`config.mk`:
```
export PLATFORM = sky130hd
export DESIGN_NAME = drm_ctrl
export DESIGN_NICKNAME = d
export VERILOG_FILES = /design/src/rtl/core/drm_pkg.sv /design/src/rtl/core/drm_ctrl.sv
export SDC_FILE = /design/constraint.sdc
export NUM_CORES = 1
export LEC_CHECK = 0
export ABC_AREA = 1
export ABC_CLOCK_PERIOD_IN_PS = 1300
export BUFFER_PORTS_ARGS = -buffer_cell sky130_fd_sc_hd__buf_2
export CAP_MARGIN = 20
export CORE_AREA = 2 2 39 41
export CTS_CLUSTER_DIAMETER = 30
export CTS_CLUSTER_SIZE = 24
export DETAILED_ROUTE_END_ITERATION = 12
export DIE_AREA = 0 0 41 43
export MAX_ROUTING_LAYER = met4
export PLACE_DENSITY = 0.33
export SLEW_MARGIN = 40
export SYNTH_ARGS = -nofsm -noshare
export SYNTH_HDL_FRONTEND = slang
export SYNTH_SLANG_ARGS = --single-unit
```
`constraint.sdc`:
```
create_clock -name clock -period 1.3 [get_ports clock]
set_input_delay 0.13 -clock clock [delete_from_list [all_inputs] [get_ports clock]]
set_output_delay 0.13 -clock clock [all_outputs]
set_load 0.01 [all_outputs]
```
`src/rtl/core/drm_pkg.sv`:
```
// Shared types and constants of the DNS response matcher.
`default_nettype none

package drm_pkg;

   localparam int IdSpace = 65536;
   localparam int IdWidth = $clog2(IdSpace);

   localparam int CsrIndexWidth = 3;
   localparam int CsrDataWidth = 64;

   localparam logic [CsrIndexWidth-1:0] CSR_REQUEST_COUNT = 3'd0;
   localparam logic [CsrIndexWidth-1:0] CSR_INTERVAL = 3'd1;
   localparam logic [CsrIndexWidth-1:0] CSR_START_TIME = 3'd2;
   localparam logic [CsrIndexWidth-1:0] CSR_TIMEOUT = 3'd3;
   localparam logic [CsrIndexWidth-1:0] CSR_LIST_SIZE = 3'd4;
   localparam logic [CsrIndexWidth-1:0] CSR_FIRST_SLOT = 3'd5;

   typedef enum logic [2:0] {
      STATUS_SENT = 3'd0,
      STATUS_MATCHED = 3'd1,
      STATUS_DROP_INVALID = 3'd2,
      STATUS_DROP_UNKNOWN = 3'd3,
      STATUS_REFUSED = 3'd4
   } status_type;

   typedef struct packed {
      logic valid;
      logic [31:0] index;
      logic [63:0] send_time;
   } pend_entry_type;

   localparam int PendWidth = $bits(pend_entry_type);

   typedef struct packed {
      logic send;
      logic recv_start;
      logic lookup;
      logic finish;
   } ctrl_cmd_type;

   typedef struct packed {
      logic out_free;
   } dp_status_type;

endpackage

`default_nettype wire

```
`src/rtl/core/drm_ctrl.sv`:
```
// Controller state machine of the DNS response matcher.
`default_nettype none

module drm_ctrl (
   input wire logic clock,
   input wire logic reset,
   input wire logic req_valid,
   input wire logic req_func,
   input wire drm_pkg::dp_status_type status,
   output logic req_stall,
   output drm_pkg::ctrl_cmd_type cmd
);

   typedef enum logic [1:0] {
      IDLE,
      LOOKUP,
      FINISH
   } state_type;

   state_type state_ff;
   state_type state_in;
   logic accept;

   always_comb begin
      req_stall = !((state_ff == IDLE) && status.out_free);
      accept = req_valid && !req_stall;
      cmd.send = accept && !req_func;
      cmd.recv_start = accept && req_func;
      cmd.lookup = (state_ff == LOOKUP);
      cmd.finish = (state_ff == FINISH);
      unique case (state_ff)
         IDLE: begin
            state_in = cmd.recv_start ? LOOKUP : IDLE;
         end
         LOOKUP: begin
            state_in = FINISH;
         end
         FINISH: begin
            state_in = IDLE;
         end
         default: begin
            state_in = IDLE;
         end
      endcase
   end

   always_ff @(posedge clock) begin
      if (reset) begin
         state_ff <= IDLE;
      end else begin
         state_ff <= state_in;
      end
   end

endmodule

`default_nettype wire

```
After elaboration in Yosys (flattened, before gate mapping)
Cells that the tools add are included.

Logic and storage cells: 12. Output and inout bits: 5. Input bits: 5. Register bits: 2.

Mux-type cells: 2. Eq/ne operators: 2. Reductions and logical operators: 7.

Operators by type and width (number): logical AND 1 bit (4); case mux 2 bit (2 select lines) (1); == test 2 x 1 -> 1 bit (second input constant) (1); == test 2 bit (second input constant) (1); logical NOT 1 bit (2); logical NOT 2 bit (1); two-way mux 1 bit (1).

Logic depth before layout (Yosys ltp)
Word-level depth: 6. Depth in mapped cells: 3. Mapped depth without buffers: 3.

Worst setup path after synthesis
Ideal clock, no wire load.

Path kind: register to output. Start point: reg state_ff[0]. End point: out cmd[3] (netlist name). Buffers on the path: 0. Data arrival time: 0.694 ns. Data required time: 1.170 ns. Path slack: 0.476 ns. Stages on the path, launching flop included: 4. Path through: dfxtp_1 -> nor2_2 -> nand3_1 -> nor2_1.

RTL lines: start: declaration (line drm_ctrl.sv:20) `state_type state_ff;`; start signal: assignment (line drm_ctrl.sv:51) `state_ff <= state_in;`; end: declaration (line drm_ctrl.sv:11) `output drm_pkg::ctrl_cmd_type cmd`.

==> results.py <==
metrics = {
    "placement": {
        "dpl.cell_count": 39,
        "io_buffers": 9,
        "hpwl_um": 244,
        "place_congestion": 0.591,
        "place_ws_ns": 0.399,
    },
    "worst_setup_path": {
        "crit_path_end_kind": "output pin",
        "worst-path-max-fanout": 3,
        "worstPathArrival_ns": 0.99,
        "reg2reg_slack_ns": 0.57,
        "cp.required_ns": 1.17,
        "timing.rr.end": "state_ff[0]$_SDFF_PP0_",
        "cpMaxStageDelayCell": "dfxtp_1",
        "max_stage_delay_ns": 0.31,
        "rr_worst_depth": 3,
        "path_cells": "nor2_2, nand4_2, inv_1, buf_2",
        "startpoint_type": "flop",
        "setup.worst_path.class": "reg -> out",
        "r2r_start": "state_ff[0]$_SDFF_PP0_",
    },
    "floorplanning": {
        "die_x_um": 41,
        "dieHeight_um": 43,
        "dieArea_um2": 1760,
        "core_um2": 1380,
        "num_rows": 14,
        "io_pins": 10,
        "start_util_pct": 7.87,
    },
    "layout": {
        "finish.utilization_pct": 13.7,
        "drive_gt1_share_pct": 57.7,
        "syn_to_final_growth_pct": 73.6,
        "largest_register_ffs": 2,
        "nets": 33,
        "finalNonFillerCells": 42,
        "regMostFlops": "state_ff",
        "reg_top3": "state_ff: 2 flops",
        "diodes": 0,
    },
    "clocking": {
        "clock_latency_ns": 0.22,
        "root_buffer": "clkbuf_4",
        "numCtsBuffers": 3,
        "postCtsSetupRepairBufs": 0,
        "cts-resized-gates": 0,
        "cts_tree": "yes",
        "cts_max_path_buffers": 2,
        "clk_pin_slew_worst_paths_ns": 0.03,
        "htree_levels": 1,
        "postCtsHoldBufs": 0,
        "numClockSinks": 2,
    },
    "yosys": {
        "synth_area_um2": 109,
        "synth_common_cells": "inv_1, nor2_1, dfxtp_1, nor2_2",
        "syn_inst": 15,
        "synthArstFlopShare_pct": 0,
        "ys_ff_latch": 2,
        "synthesis.nets": 20,
        "synth.top_cell.area_share_pct": 36.8,
        "synthTopCellsByArea": "dfxtp_1, nand4_2, nor2_2",
        "syn_area_per_cell_um2": 7.26,
        "ys.flop_type": "dfxtp_1",
        "yosysWarnings": 0,
        "yosysSeqAreaShare_pct": 36.8,
        "synth_enable_flop_cells": 0,
        "synth_top_area_cell": "dfxtp_1",
        "synth_cell_type_count": 9,
    },
    "timing": {
        "relSlewSlack_pct": 90.7,
        "tightest_slew_ns": 0.138,
        "setup_violations": 0,
        "setup_ws_ns": 0.178,
        "rsz0062_at_grt": "false",
        "fin_skew_ns": 0.00194,
        "finalCritPeriodShare_pct": 86.3,
        "finalSetupTns_ns": 0,
        "fin_crit_ns": 1.12,
        "max_freq_ghz": 0.891,
        "report.final.slew_viol_count": 0,
        "final_hold_viol_count": 0,
    },
    "power_and_ir_drop": {
        "leakagePower_nw": 0.109,
        "vdd_drop_max_mv": 0.459,
        "power_density_nw_per_um2": 1180,
    },
    "routing": {
        "vias_per_cell": 2.93,
        "wire_per_inst_um": 6.98,
        "drtIter0Drc": 1,
        "dr.pass1.iters": 2,
        "ant_nets": 0,
        "drc": 0,
        "via_count": 123,
        "wirelength_um": 293,
    },
    "global_routing": {
        "grt_pass1_wl_um": 455,
        "grt_max_degree": 5,
        "antenna_found_initial": 0,
        "grt_pass1_vias": 117,
        "grt.total_usage_pct": 4.52,
        "grt-ovfl-total": 0,
    },
    "hold_path": {
        "min_from": "reset",
        "hp-class": "in -> reg",
        "whs_path_depth": 2,
        "holdPathEnd": "state_ff[0]$_SDFF_PP0_",
    },
    "flow_run": {
        "maxCapViolCount": 0,
    },
    "status": {
        "run_status": "completed",
    },
}
## worst max path at each step
stage / slack [ns] / endpoint / start
6_report: 0.18 / cmd[2] / state_ff[0]$_SDFF_PP0_
5_1_grt: 0.07 / cmd[2] / state_ff[0]$_SDFF_PP0_
3_3_place_gp: 0.39 / cmd[2] / state_ff[1]$_SDFF_PP0_
2_1_floorplan: 0.48 / cmd[3] / state_ff[0]$_SDFF_PP0_
4_1_cts: 0.16 / cmd[2] / state_ff[0]$_SDFF_PP0_
3_5_place_dp: 0.40 / cmd[2] / state_ff[0]$_SDFF_PP0_
## critical path: cells and delay by family, from the launching register on
family / cells / cell delay (ns)
flops: 1 / 0.31
simple gates: 2 / 0.26
buf+inv: 2 / 0.20
## where the power goes
part,total (mW),switching [mW],internal [mW]
combinational,0.0265,0.0145,0.0120
clock,0.131,0.0298,0.101
sequential,0.0646,0.00127,0.0633
## cells by family (layout without fill, tap and decap cells)
family	after synthesis	in the layout	share of synthesized area [%]
buffers and inverters	4	15	17.2
flip-flops	2	2	36.8
AND/OR/NAND/NOR	9	9	46.0
## cell type report
type / instances / area, µm²
inverters: 3 / 11.3
well taps: 16 / 20.0
repair buffers: 9 / 45.0
flip-flops and latches: 2 / 40.0
fillers: 162 / 1190
clock buffers: 3 / 22.5
multi-input cells: 9 / 50.0
## cell usage in the layout, fill, tap and decap left out, drive strengths merged
master / n
nand4: 1
buf: 9
nand2: 1
inv: 3
clkbuf: 3
nor2: 5
nand3: 1
nor3: 1
dfxtp: 2
## layer usage
| metal | wire (µm) | up-vias | GRT usage, % | part of all wire [%] |
|---|---|---|---|---|
| met5 | 0 | - | - | 0 |
| met4 | 0 | 0 | 4.00 | 0 |
| met3 | 51 | 0 | 5.24 | 17 |
| met2 | 72 | 10 | 3.13 | 25 |
| met1 | 169 | 44 | 5.75 | 58 |
| li1 | - | 69 | - | - |
## stage by stage
step	power, mW	instance area (µm²)	hold WS, ns
final	0.222	189	0.0884
after detailed placement	0.0919	166	0.313
after floorplan	0.0773	109	0.197
after global routing	0.243	189	0.0792
after CTS	0.231	189	0.0822
after global placement	0.0924	166	0.318
(Power assumes the default switching activity.)
